$ cat config.mk
export PLATFORM = sky130hd
export DESIGN_NAME = task_wait_queue_manager_unit
export DESIGN_NICKNAME = d
export VERILOG_FILES = /design/src/hdl/twqm_pkg.sv /design/src/hdl/twqm_front.sv /design/src/hdl/twqm_back.sv /design/src/hdl/task_wait_queue_manager_unit.sv
export SDC_FILE = /design/constraint.sdc
export NUM_CORES = 2
export LEC_CHECK = 0
export ABC_AREA = 1
export BUFFER_PORTS_ARGS = -buffer_cell sky130_fd_sc_hd__buf_2
export CAP_MARGIN = 0
export CELL_PAD_IN_SITES_DETAIL_PLACEMENT = 1
export CELL_PAD_IN_SITES_GLOBAL_PLACEMENT = 2
export CORE_MARGIN = 10
export CORE_UTILIZATION = 40
export CTS_BUF_LIST = sky130_fd_sc_hd__clkbuf_8
export CTS_CLUSTER_SIZE = 10
export DETAILED_ROUTE_END_ITERATION = 10
export PLACE_DENSITY = 0.88
export SLEW_MARGIN = 15
export SYNTH_ARGS = -nofsm -noshare
export SYNTH_HDL_FRONTEND = slang
export SYNTH_SLANG_ARGS = --single-unit
$ cat constraint.sdc
create_clock -name i_clk -period 4.4 [get_ports i_clk]
set_input_delay 0 -clock i_clk [delete_from_list [all_inputs] [get_ports i_clk]]
set_output_delay 0 -clock i_clk [all_outputs]
set_load 0.1 [all_outputs]
$ cat src/hdl/twqm_pkg.sv
`default_nettype none
package twqm_pkg;
    localparam int NUM_TASKS  = 32;
    localparam int NUM_QUEUES = 8;
    localparam int TW = $clog2(NUM_TASKS);
    localparam int QW = $clog2(NUM_QUEUES);
    localparam int LW = TW + 1;
    localparam int OW = QW + 1;
    localparam logic [LW-1:0] LINK_NULL  = LW'(NUM_TASKS);
    localparam logic [OW-1:0] OWNER_NONE = OW'(NUM_QUEUES);

    typedef enum logic [2:0] {
        ACT_ALLOC   = 3'd0,
        ACT_APPEND  = 3'd1,
        ACT_REMOVE  = 3'd2,
        ACT_POP     = 3'd3,
        ACT_DESTROY = 3'd4,
        ACT_QUERY   = 3'd5
    } t_action;

    typedef struct packed {
        logic [2:0] action;
        logic [2:0] queue_id;
        logic [4:0] task_id;
    } t_cmd;

    typedef struct packed {
        logic       is_empty;
        logic [2:0] queue_out;
        logic [4:0] task_out;
        logic       status;
    } t_rsp;

    typedef enum logic [2:0] {
        ST_IDLE,
        ST_READ,
        ST_LINK,
        ST_DONE
    } t_state;
endpackage
`default_nettype wire

$ cat src/hdl/twqm_front.sv
`default_nettype none
module twqm_front (
    input  wire                  i_clk,
    input  wire                  i_rst_n,
    input  wire                  i_valid,
    output logic                 o_ready,
    input  wire twqm_pkg::t_cmd  i_cmd,
    output logic                 o_valid,
    input  wire                  i_ready,
    output twqm_pkg::t_cmd       o_cmd
);
    // two-entry queue
    twqm_pkg::t_cmd r_mem [2];
    logic r_wp, r_rp;
    logic [1:0] r_cnt;
    logic wr, rd;

    assign o_ready = (r_cnt != 2'd2);
    assign o_valid = (r_cnt != 2'd0);
    assign o_cmd   = r_mem[r_rp];
    assign wr = i_valid && o_ready;
    assign rd = o_valid && i_ready;

    always_ff @(posedge i_clk) begin
        if (wr) begin
            r_mem[r_wp] <= i_cmd;
        end
        if (!i_rst_n) begin
            r_wp <= 1'b0;
            r_rp <= 1'b0;
            r_cnt <= 2'd0;
        end else begin
            if (wr) r_wp <= ~r_wp;
            if (rd) r_rp <= ~r_rp;
            r_cnt <= r_cnt + {1'b0, wr} - {1'b0, rd};
        end
    end
endmodule
`default_nettype wire

$ cat src/hdl/twqm_back.sv
`default_nettype none
module twqm_back (
    input  wire                  i_clk,
    input  wire                  i_rst_n,
    input  wire                  i_valid,
    output logic                 o_ready,
    input  wire twqm_pkg::t_cmd  i_cmd,
    output logic                 o_valid,
    input  wire                  i_ready,
    output twqm_pkg::t_rsp       o_rsp
);
    localparam int NT = twqm_pkg::NUM_TASKS;
    localparam int NQ = twqm_pkg::NUM_QUEUES;
    localparam int TW = twqm_pkg::TW;
    localparam int QW = twqm_pkg::QW;
    localparam int LW = twqm_pkg::LW;
    localparam int OW = twqm_pkg::OW;

    logic [NQ-1:0] r_inuse;
    logic [LW-1:0] r_head [NQ];
    logic [LW-1:0] r_tail [NQ];
    logic [LW-1:0] r_next [NT];
    logic [LW-1:0] r_prev [NT];
    logic [OW-1:0] r_owner [NT];

    twqm_pkg::t_state r_st, n_st;
    twqm_pkg::t_cmd r_cmd;
    logic [TW-1:0] r_t;          // task being unlinked
    logic [QW-1:0] r_q;          // queue of that task
    logic [LW-1:0] r_p, r_n;
    logic r_walk;                // destroy walk active
    twqm_pkg::t_rsp r_rsp;
    logic r_ov;

    assign o_valid = r_ov;
    assign o_rsp = r_rsp;
    assign o_ready = (r_st == twqm_pkg::ST_IDLE) && !r_ov;

    logic [QW-1:0] cq;
    logic [TW-1:0] ct;
    logic q_ok, t_ok;
    logic [QW-1:0] free_q;
    logic free_ok;
    logic need_link;
    assign cq = r_cmd.queue_id[QW-1:0];
    assign ct = r_cmd.task_id[TW-1:0];
    assign q_ok = (32'(r_cmd.queue_id) < NQ) && r_inuse[cq];
    assign t_ok = 32'(r_cmd.task_id) < NT;

    // commands that unlink at least one node
    assign need_link =
        (r_cmd.action == twqm_pkg::ACT_REMOVE && t_ok
            && r_owner[ct] != twqm_pkg::OWNER_NONE)
        || (r_cmd.action == twqm_pkg::ACT_POP && q_ok
            && r_head[cq] != twqm_pkg::LINK_NULL)
        || (r_cmd.action == twqm_pkg::ACT_DESTROY && q_ok
            && r_head[cq] != twqm_pkg::LINK_NULL);

    always_comb begin
        free_ok = 1'b0;
        free_q = '0;
        for (int i = NQ - 1; i >= 0; i--) begin
            if (!r_inuse[i]) begin
                free_ok = 1'b1;
                free_q = QW'(i);
            end
        end
    end

    always_comb begin
        n_st = r_st;
        unique case (r_st)
            twqm_pkg::ST_IDLE: begin
                if (i_valid && o_ready) begin
                    n_st = twqm_pkg::ST_READ;
                end
            end
            twqm_pkg::ST_READ: begin
                if (need_link) begin
                    n_st = twqm_pkg::ST_LINK;
                end else begin
                    n_st = twqm_pkg::ST_DONE;
                end
            end
            twqm_pkg::ST_LINK: begin
                if (!(r_walk && r_n != twqm_pkg::LINK_NULL)) begin
                    n_st = twqm_pkg::ST_DONE;
                end
            end
            twqm_pkg::ST_DONE: n_st = twqm_pkg::ST_IDLE;
            default: n_st = twqm_pkg::ST_IDLE;
        endcase
    end

    always_ff @(posedge i_clk) begin
        if (!i_rst_n) begin
            r_st <= twqm_pkg::ST_IDLE;
            r_ov <= 1'b0;
            r_walk <= 1'b0;
            r_inuse <= '0;
            for (int i = 0; i < NQ; i++) begin
                r_head[i] <= twqm_pkg::LINK_NULL;
                r_tail[i] <= twqm_pkg::LINK_NULL;
            end
            for (int i = 0; i < NT; i++) begin
                r_next[i] <= twqm_pkg::LINK_NULL;
                r_prev[i] <= twqm_pkg::LINK_NULL;
                r_owner[i] <= twqm_pkg::OWNER_NONE;
            end
        end else begin
            r_st <= n_st;
            if (r_ov && i_ready) r_ov <= 1'b0;
            unique case (r_st)
                twqm_pkg::ST_IDLE: begin
                    if (i_valid && o_ready) begin
                        r_cmd <= i_cmd;
                    end
                end
                twqm_pkg::ST_READ: begin
                    r_rsp <= '0;
                    r_rsp.status <= 1'b1;
                    r_walk <= 1'b0;
                    unique case (r_cmd.action)
                        twqm_pkg::ACT_ALLOC: if (free_ok) begin
                            r_inuse[free_q] <= 1'b1;
                            r_head[free_q] <= twqm_pkg::LINK_NULL;
                            r_tail[free_q] <= twqm_pkg::LINK_NULL;
                            r_rsp.status <= 1'b0;
                            r_rsp.queue_out <= 3'(free_q);
                            r_rsp.is_empty <= 1'b1;
                        end
                        twqm_pkg::ACT_APPEND: begin
                            r_rsp.is_empty <= !q_ok || r_head[cq] == twqm_pkg::LINK_NULL;
                            if (q_ok && t_ok && r_owner[ct] == twqm_pkg::OWNER_NONE) begin
                                r_owner[ct] <= OW'(cq);
                                r_next[ct] <= twqm_pkg::LINK_NULL;
                                r_prev[ct] <= r_tail[cq];
                                if (r_tail[cq] == twqm_pkg::LINK_NULL)
                                    r_head[cq] <= LW'(ct);
                                else
                                    r_next[r_tail[cq][TW-1:0]] <= LW'(ct);
                                r_tail[cq] <= LW'(ct);
                                r_rsp.status <= 1'b0;
                                r_rsp.is_empty <= 1'b0;
                            end
                        end
                        twqm_pkg::ACT_REMOVE: if (t_ok) begin
                            r_rsp.status <= 1'b0;
                            if (r_owner[ct] != twqm_pkg::OWNER_NONE) begin
                                r_t <= ct;
                                r_q <= r_owner[ct][QW-1:0];
                                r_p <= r_prev[ct];
                                r_n <= r_next[ct];
                            end
                        end
                        twqm_pkg::ACT_POP: begin
                            r_rsp.is_empty <= 1'b1;
                            if (q_ok && r_head[cq] != twqm_pkg::LINK_NULL) begin
                                r_t <= r_head[cq][TW-1:0];
                                r_q <= cq;
                                r_p <= twqm_pkg::LINK_NULL;
                                r_n <= r_next[r_head[cq][TW-1:0]];
                                r_rsp.status <= 1'b0;
                                r_rsp.task_out <= 5'(r_head[cq][TW-1:0]);
                            end
                        end
                        twqm_pkg::ACT_DESTROY: begin
                            r_rsp.is_empty <= 1'b1;
                            if (q_ok) begin
                                r_rsp.status <= 1'b0;
                                if (r_head[cq] == twqm_pkg::LINK_NULL) begin
                                    r_inuse[cq] <= 1'b0;
                                    r_tail[cq] <= twqm_pkg::LINK_NULL;
                                end else begin
                                    r_t <= r_head[cq][TW-1:0];
                                    r_q <= cq;
                                    r_p <= twqm_pkg::LINK_NULL;
                                    r_n <= r_next[r_head[cq][TW-1:0]];
                                    r_walk <= 1'b1;
                                end
                            end
                        end
                        twqm_pkg::ACT_QUERY: begin
                            r_rsp.status <= !q_ok;
                            r_rsp.is_empty <= !q_ok || r_head[cq] == twqm_pkg::LINK_NULL;
                        end
                        default: ;
                    endcase
                end
                twqm_pkg::ST_LINK: begin
                    // unlink r_t from queue r_q
                    if (r_p == twqm_pkg::LINK_NULL) r_head[r_q] <= r_n;
                    else r_next[r_p[TW-1:0]] <= r_n;
                    if (r_n == twqm_pkg::LINK_NULL) r_tail[r_q] <= r_p;
                    else r_prev[r_n[TW-1:0]] <= r_p;
                    r_owner[r_t] <= twqm_pkg::OWNER_NONE;
                    r_prev[r_t] <= twqm_pkg::LINK_NULL;
                    r_next[r_t] <= twqm_pkg::LINK_NULL;
                    if (r_cmd.action == twqm_pkg::ACT_REMOVE || r_cmd.action == twqm_pkg::ACT_POP)
                        r_rsp.is_empty <= (r_p == twqm_pkg::LINK_NULL)
                                          && (r_n == twqm_pkg::LINK_NULL);
                    if (r_walk && r_n != twqm_pkg::LINK_NULL) begin
                        r_t <= r_n[TW-1:0];
                        r_n <= r_next[r_n[TW-1:0]];
                    end else begin
                        if (r_walk) r_inuse[r_q] <= 1'b0;
                    end
                end
                twqm_pkg::ST_DONE: begin
                    r_ov <= 1'b1;
                end
                default: ;
            endcase
        end
    end
endmodule
`default_nettype wire

$ cat src/hdl/task_wait_queue_manager_unit.sv
// task wait queue manager: fifo wait queues over 32 task slots
// input word on s_axis: action, queue id, task id
// output word on m_axis: status, popped task, allocated queue, empty flag
// one result word for every input word, in order
// an accepted word passes the command queue, then the back-end states READ and DONE;
// a remove or pop that unlinks a task also passes LINK; a destroy stays in LINK to walk
// over the queue's links, one node per cycle
// the back-end sequencer handles one word at a time
// a two-word command queue takes words while the back end is busy
// the back end holds a result until m_axis_tready; it starts no new word
// until its result is taken
// synchronous active-low reset empties the queues, frees all queues and
// clears every task node
`default_nettype none
module task_wait_queue_manager_unit (
    input  wire         i_clk,
    input  wire         i_rst_n,
    input  wire         s_axis_tvalid,
    output logic        s_axis_tready,
    input  wire  [15:0] s_axis_tdata,  // action[2:0], queue_id[5:3], task_id[10:6]
    output logic        m_axis_tvalid,
    input  wire         m_axis_tready,
    output logic [15:0] m_axis_tdata   // status[0], task_out[5:1], queue_out[8:6], is_empty[9]
);
    twqm_pkg::t_cmd in_cmd, q_cmd;
    twqm_pkg::t_rsp rsp;
    logic q_valid, q_ready;
    logic unused;

    assign in_cmd.action   = s_axis_tdata[2:0];
    assign in_cmd.queue_id = s_axis_tdata[5:3];
    assign in_cmd.task_id  = s_axis_tdata[10:6];
    assign unused = ^s_axis_tdata[15:11];

    twqm_front u_front (
        .i_clk(i_clk), .i_rst_n(i_rst_n),
        .i_valid(s_axis_tvalid), .o_ready(s_axis_tready), .i_cmd(in_cmd),
        .o_valid(q_valid), .i_ready(q_ready), .o_cmd(q_cmd)
    );

    twqm_back u_back (
        .i_clk(i_clk), .i_rst_n(i_rst_n),
        .i_valid(q_valid), .o_ready(q_ready), .i_cmd(q_cmd),
        .o_valid(m_axis_tvalid), .i_ready(m_axis_tready), .o_rsp(rsp)
    );

    assign m_axis_tdata = {6'd0, rsp.is_empty, rsp.queue_out, rsp.task_out, rsp.status};
endmodule
`default_nettype wire

# After elaboration in Yosys (flattened, before gate mapping)
# Memories as Yosys holds them, arrays and structs flattened. A register that Yosys moved wholly into a read port is not among the register bits.
# Index checks and enable logic that the tools add are counted.
dict set report totals {
  ff_bits 47
  mem_bits_rw 630
  in_bits 20
  output_inout_bits 18
  wordCells 295
  mem_count 6
}
dict set report op_classes {
  addsub 2
  magnitude_cmp 6
  eq_ne 34
  n_mux 171
  bitwise_logic 8
  n_reduce_logical 53
}
# memory words width read_ports rd_clocked_by_memory_dff write_ports line_no
set mem_list {}
lappend mem_list {u_back.r_next 32 6 3 1 32 twqm_back.sv:22} ;# logic [LW-1:0] r_next [NT];
lappend mem_list {u_back.r_prev 32 6 1 0 32 twqm_back.sv:23} ;# logic [LW-1:0] r_prev [NT];
lappend mem_list {u_back.r_owner 32 4 1 0 32 twqm_back.sv:24} ;# logic [OW-1:0] r_owner [NT];
lappend mem_list {u_back.r_head 8 6 1 0 8 twqm_back.sv:20} ;# logic [LW-1:0] r_head [NQ];
lappend mem_list {u_back.r_tail 8 6 1 0 8 twqm_back.sv:21} ;# logic [LW-1:0] r_tail [NQ];
lappend mem_list {u_front.r_mem 2 11 1 1 1 twqm_front.sv:13} ;# twqm_pkg::t_cmd r_mem [2];
# cell count
set ops {}
lappend ops {{6-bit two-way mux} 23}
lappend ops {{1-bit two-way mux} 89}
lappend ops {{6-bit OR reduction} 13}
lappend ops {{5-bit two-way mux} 15}
lappend ops {{3-bit two-way mux} 20}
lappend ops {{8-bit two-way mux} 5}
lappend ops {{6-bit one-hot mux with 3 select lines} 2}
lappend ops {{8-bit one-hot mux with 2 select lines} 2}
lappend ops {{6-bit == test (second input constant)} 4}
lappend ops {{3-bit one-hot mux with 3 select lines} 2}
lappend ops {{8-bit AND} 2}
lappend ops {{1-bit logical AND} 16}
lappend ops {{8-bit inverter} 2}
lappend ops {{5-bit one-hot mux with 3 select lines} 1}
lappend ops {{7-bit AND reduction} 2}
lappend ops {{3-bit by 2-bit == test with 1-bit output (second input constant)} 4}
lappend ops {{3-bit by 4-bit < comparator with 1-bit output (second input constant)} 3}
lappend ops {{4-bit two-way mux} 3}
lappend ops {{3-bit by 2-bit inequality test with 1-bit output (second input constant)} 4}
lappend ops {{6-bit inequality test (second input constant)} 2}
lappend ops {{6-bit one-hot mux with 2 select lines} 1}
lappend ops {{2-bit by 1-bit inequality test with 1-bit output (second input constant)} 5}
lappend ops {{2-bit inequality test (second input constant)} 5}
lappend ops {{5-bit one-hot mux with 2 select lines} 1}
lappend ops {{other kinds (27)} 48}

# Logic depth before layout (Yosys ltp)
dict set report logic_depth {
  depth_word 17
  ltp_mapped 22
  mapped_depth_nobuf 20
}

# By module
# A second synthesis with hierarchy kept.
dict set report hier_totals {
  cells_unflattened 5100
  hier_area_um2 39257.7
}
# mod n_inst cells_each area_each_um2 seq_area_each_um2
set modules_own_cells {}
lappend modules_own_cells {twqm_back 1 5023 38135.3 18067.3}
lappend modules_own_cells {twqm_front 1 70 1073.5 760.7}
lappend modules_own_cells {task_wait_queue_manager_unit 1 7 48.8 0.0}

# Worst setup path before layout
# No wires, ideal clock.
dict set report synth_path {
  kind {register to register}
  startpoint {reg u_back.r_cmd, in the netlist u_back.cq[0]}
  endpoint {reg u_back.r_p[0], enable pin}
  setup_time_ps 390
  arrival_time_ps 2641
  required_time_ps 4010
  setup_slack_ps 1369
  path_stages_with_launch 15
  path_buffers 3
  period_less_slack_ps 3031
  cell_sequence {edfxtp_1 > buf_4 > inv_2 > buf_6 > buf_6 > nand2_1 > o22ai_1 > nor2_1 > nand2_1 > inv_1 > nor2_1 > nor2_1 > a21oi_1 > o21ai_0 > a211oi_1}
}
dict set report synth_between {
  elab_chain_len 5
  word_cells_on_any_way 10
  cone_classes {eq/ne (5); mux (2); reduce/logical (2); memory (1)}
}
# item line_no
set synth_rtl {}
lappend synth_rtl {{start, declared} twqm_back.sv:27} ;# twqm_pkg::t_cmd r_cmd;
lappend synth_rtl {{start signal, assigned} twqm_back.sv:116} ;# r_cmd <= i_cmd;
lappend synth_rtl {{memory 8 x 6 bit / 1-bit binary-select mux with 3-bit select (equally long branches)} --}
lappend synth_rtl {{6-bit inequality test / 1-bit two-way mux (equally long branches)} --}
lappend synth_rtl {{1-bit logical AND} twqm_back.sv:158} ;# if (q_ok && r_head[cq] != twqm_pkg::LINK_NULL) begin
lappend synth_rtl {{2-bit inequality test (no source line)} --}
lappend synth_rtl {{7-bit AND reduction (no source line) *} --}
lappend synth_rtl {{end signal, assigned} twqm_back.sv:152} ;# r_p <= r_prev[ct];
lappend synth_rtl {{end signal, assigned} twqm_back.sv:161} ;# r_p <= twqm_pkg::LINK_NULL;
lappend synth_rtl {{end signal, assigned} twqm_back.sv:177} ;# r_p <= twqm_pkg::LINK_NULL;
lappend synth_rtl {{end, declared} twqm_back.sv:30} ;# logic [LW-1:0] r_p, r_n;
# Every way passes the cells marked *; elsewhere a longest branch is shown, timed or not. The select of a mux whose other input is x is not followed.
# A chain may end at the register's enable or synchronous reset.

==> metrics.md <==
| Metric | Value |
|---|---|
| Nets | `5093` |
| Tmin final | `4.090 ns` |
| Die height | `331.3 microns` |
| Post-synthesis compound-gate area fraction | `0.1751` |
| Worst slack at placement | `0.4236 ns` |
| Post-Synth Simple-Gate Area | `0.2656` |
| Core ar. | `0.09642 sq mm` |
| Syn-to-layout area delta | `11.19%` |
| Cts-stage hold buffer count | `26` |
| Final Cycle Share | `0.9296` |
| Clock Tree Root | `clkbuf_8` |
| Post-synthesis mux area share | `0` |
| Hold Fails Final Rpt | `0` |
| RePlAce Congestion | `0.9083` |
| WL per Instance | `24.30 microns` |
| Total CTS buffers | `120` |
| Final ANT Viol Nets | `0` |
| Critical path required time | `5.05 ns` |
| Critical-path cell list | `inv_1, nand4_1, inv_1, nor2_1, inv_2, o21ai_2, inv_1, nor3_1, o22ai_1` |
| Post-CTS setup buffers | `0` |
| Setup ws final | `0.3098 ns` |
| Starting Density | `0.4019` |
| Fill count | `11.89k` |
| Via count | `37.99k` |
| RSZ-0062 raised after global routing | `no` |
| Vias per std cell | `5.894` |
| Avg Cell Area, Syn | `7.662 sq um` |
| Slowest library cell on the worst path | `o21ai_2` |
| Crit-path most repeated cell | `inv_1` |
| Chip Width | `331.3 microns` |
| Worst clock skew | `0.04442 ns` |
| Vias in the first global route | `38.23k` |
| Crit end category | `flop` |
| R2R cell count | `9` |
| Setup TNS Final | `0 ns` |
| Post-layout util | `0.4469` |
| Critical path depth | `9` |
| Initial antenna violation count | `5` |
| Most used DFF post-synth | `edfxtp_1` |
| DRT iter0 DRCs | `3794` |
| CTS max path bufs | `3` |
| Data arrival, critical path | `4.74 ns` |
| EDFF count, synth | `479` |
| Largest family of logic cells by synthesized area | `simple AND/OR/NAND/NOR gates` |
| Max cap viols | `0` |
| Total global routing overflow | `0` |
| Fmax | `244.5 MHz` |
| Hold Path Depth | `3` |
| Syn Inst Count | `5058` |
| FP Rows | `114` |
| Worst-skew pair later-pin latency | `0.81 ns` |
| Routed Wire Length | `156600 microns` |
| H-tree Lvls | `3` |
| Clk sinks | `692` |
| Largest delay share family, worst path | `buffers and inverters` |
| Max-slew headroom | `0.1531` |
| WS Path Type | `reg -> reg` |
| Maximum VDD drop | `0.2494 mV` |
| Largest net degree at the start of global routing | `127` |
| Actual slew at the worst max-slew pin | `1.263 ns` |
| CTS resizes | `0` |
| Yosys warns | `0` |
| Startpoint types | `flop` |
| Slew Limit Fails | `0` |
| Post-Syn Area | `0.03876 sq mm` |
| Pwr Density | `505.6 mW/mm^2` |
| Max Fanout on Critical Path | `19` |
| Crit path buf inv count | `4` |
| Remaining DRCs | `0` |
| Layout cells sized above 1 | `0.09599` |
| Ys async rst share | `0` |
| FF+latch count, synth | `692` |
| Global-route wire length before repair | `236400 microns` |
| Seq/Total Area, Yosys | `0.4812` |
| Die area | `0.1097 sq mm` |
| DRT Pass-1 Iters | `6` |
| I/O Pins | `38` |
| Status | `completed` |
| Netlist cell types | `54` |
| Final setup viols | `0` |
| Post-DP HPWL | `105300 microns` |
| IO Port Bufs | `26` |
| Slowest stage delay, CP | `0.94 ns` |
| Adder-Cell Fraction of Synth Area | `0.001937` |
| Clock transition at the registers of the reported paths | `0.07 ns` |
| TritonCTS clock tree | `done` |
| Hold Path Class | `in -> reg` |
| Leak | `0.01605 uW` |
| Tot GR Track Use | `0.2740` |
| Synth Area in XOR/XNOR | `0.0002260` |
==> stage by stage <==
stage | hold WS, ns | cells | power, uW | cell area [sq um]
2_1_floorplan | 0.09887 | 5063 | 12530 | 38770
3_3_place_gp | 0.1880 | 6195 | 15570 | 40470
3_5_place_dp | 0.1950 | 6195 | 15700 | 40470
4_1_cts | 0.1543 | 6443 | 21660 | 43080
5_1_grt | 0.2410 | 6445 | 22730 | 43090
6_report | 0.2312 | 6445 | 21790 | 43090
==> registers in the layout (all words and copies together) (netlist names), 5 cells and up, named ones only <==
name and count:
u_back.ct 5, u_back.o_rsp 10, u_back.r_head 48, u_back.r_inuse 8, u_back.r_n 6, u_back.r_next 192, u_back.r_owner 128, u_back.r_p 6
u_back.r_prev 192, u_back.r_t 5, u_back.r_tail 48, u_front.r_mem 22
==> worst min-delay path, delay by kind of cell <==
family | cells | cell delay (ns)
buf+inv | 2 | 0.73
compound gates | 1 | 0.15
==> layout make-up <==
| type | instances | area [sq um] | area share |
|---|---|---|---|
| timing repair buffer | 233 | 1827 | 0.04239 |
| inverter | 375 | 1420 | 0.03296 |
| tap | 1276 | 1597 | 0.03705 |
| clock inverter | 90 | 534.3 | 0.01240 |
| multi-input combinational | 3645 | 17240 | 0.4001 |
| antenna | 2 | 5.005 | 0.0001161 |
| sequential | 692 | 18650 | 0.4328 |
| clock buffer | 132 | 1817 | 0.04216 |
==> per-layer routing <==
metal	track usage	vias up	wire length, microns
li1	-	17330	-
met1	0.3609	18710	66590
met2	0.4371	1539	70990
met3	0.04293	404	11610
met4	0.1286	4	7408
met5	0	-	30
==> worst paths after layout <==
path                                            from                    to  slack [ns]
worst max register to register         u_back.r_n[2]  u_back.r_prev[30][5]        0.31
worst max-delay path                   u_back.r_n[2]  u_back.r_prev[30][5]        0.31
worst min register to register  u_back.r_prev[29][0]  u_back.r_prev[29][0]        0.46
worst min-delay path                         i_rst_n   u_back.r_head[7][5]        0.23
==> placed cells by master, fill, tap and decap left out, drive strengths merged, types with 8 or more instances in the layout <==
cell,synthesis,final
nand2,1154,1154
nand4,28,28
a211oi,23,23
a21oi,330,330
nor2,608,608
o21ai,647,647
dfxtp,213,213
nand3b,8,8
or2,8,8
nor3,85,85
o211ai,89,89
o22ai,37,37
o221ai,57,57
edfxtp,479,479
clkinv,5,44
inv,370,415
clkbuf,236,132
dlygate4sd3,0,26
buf,115,207
nand3,517,517
==> synth_stat cells, types with 64 or more instances <==
master / instances / area [sq um]
a21oi_1: 330 / 1652
clkbuf_1: 236 / 885.9
dfxtp_1: 213 / 4264
edfxtp_1: 479 / 14380
inv_1: 350 / 1314
nand2_1: 1135 / 4260
nand3_1: 511 / 2557
nor2_1: 549 / 2061
nor3_1: 85 / 425.4
o211ai_1: 89 / 668.1
o21ai_0: 580 / 2903
o21ai_1: 64 / 320.3
==> power by group <==
part | internal (uW) | switching [uW]
clock network | 3050 | 2890
registers | 7370 | 380
logic | 1900 | 6190
total | 12300 | 9470
==> cell families after synthesis <==
logic type               count (synthesis)
adder cells (fa/ha/maj)                  6
AND/OR/NAND/NOR                       2410
XOR/XNOR                                 1
flip-flops                             692
other                                    1
buffers and inverters                  726
AO/OA/AOI/OAI                         1222
(Power assumes the default switching activity.)
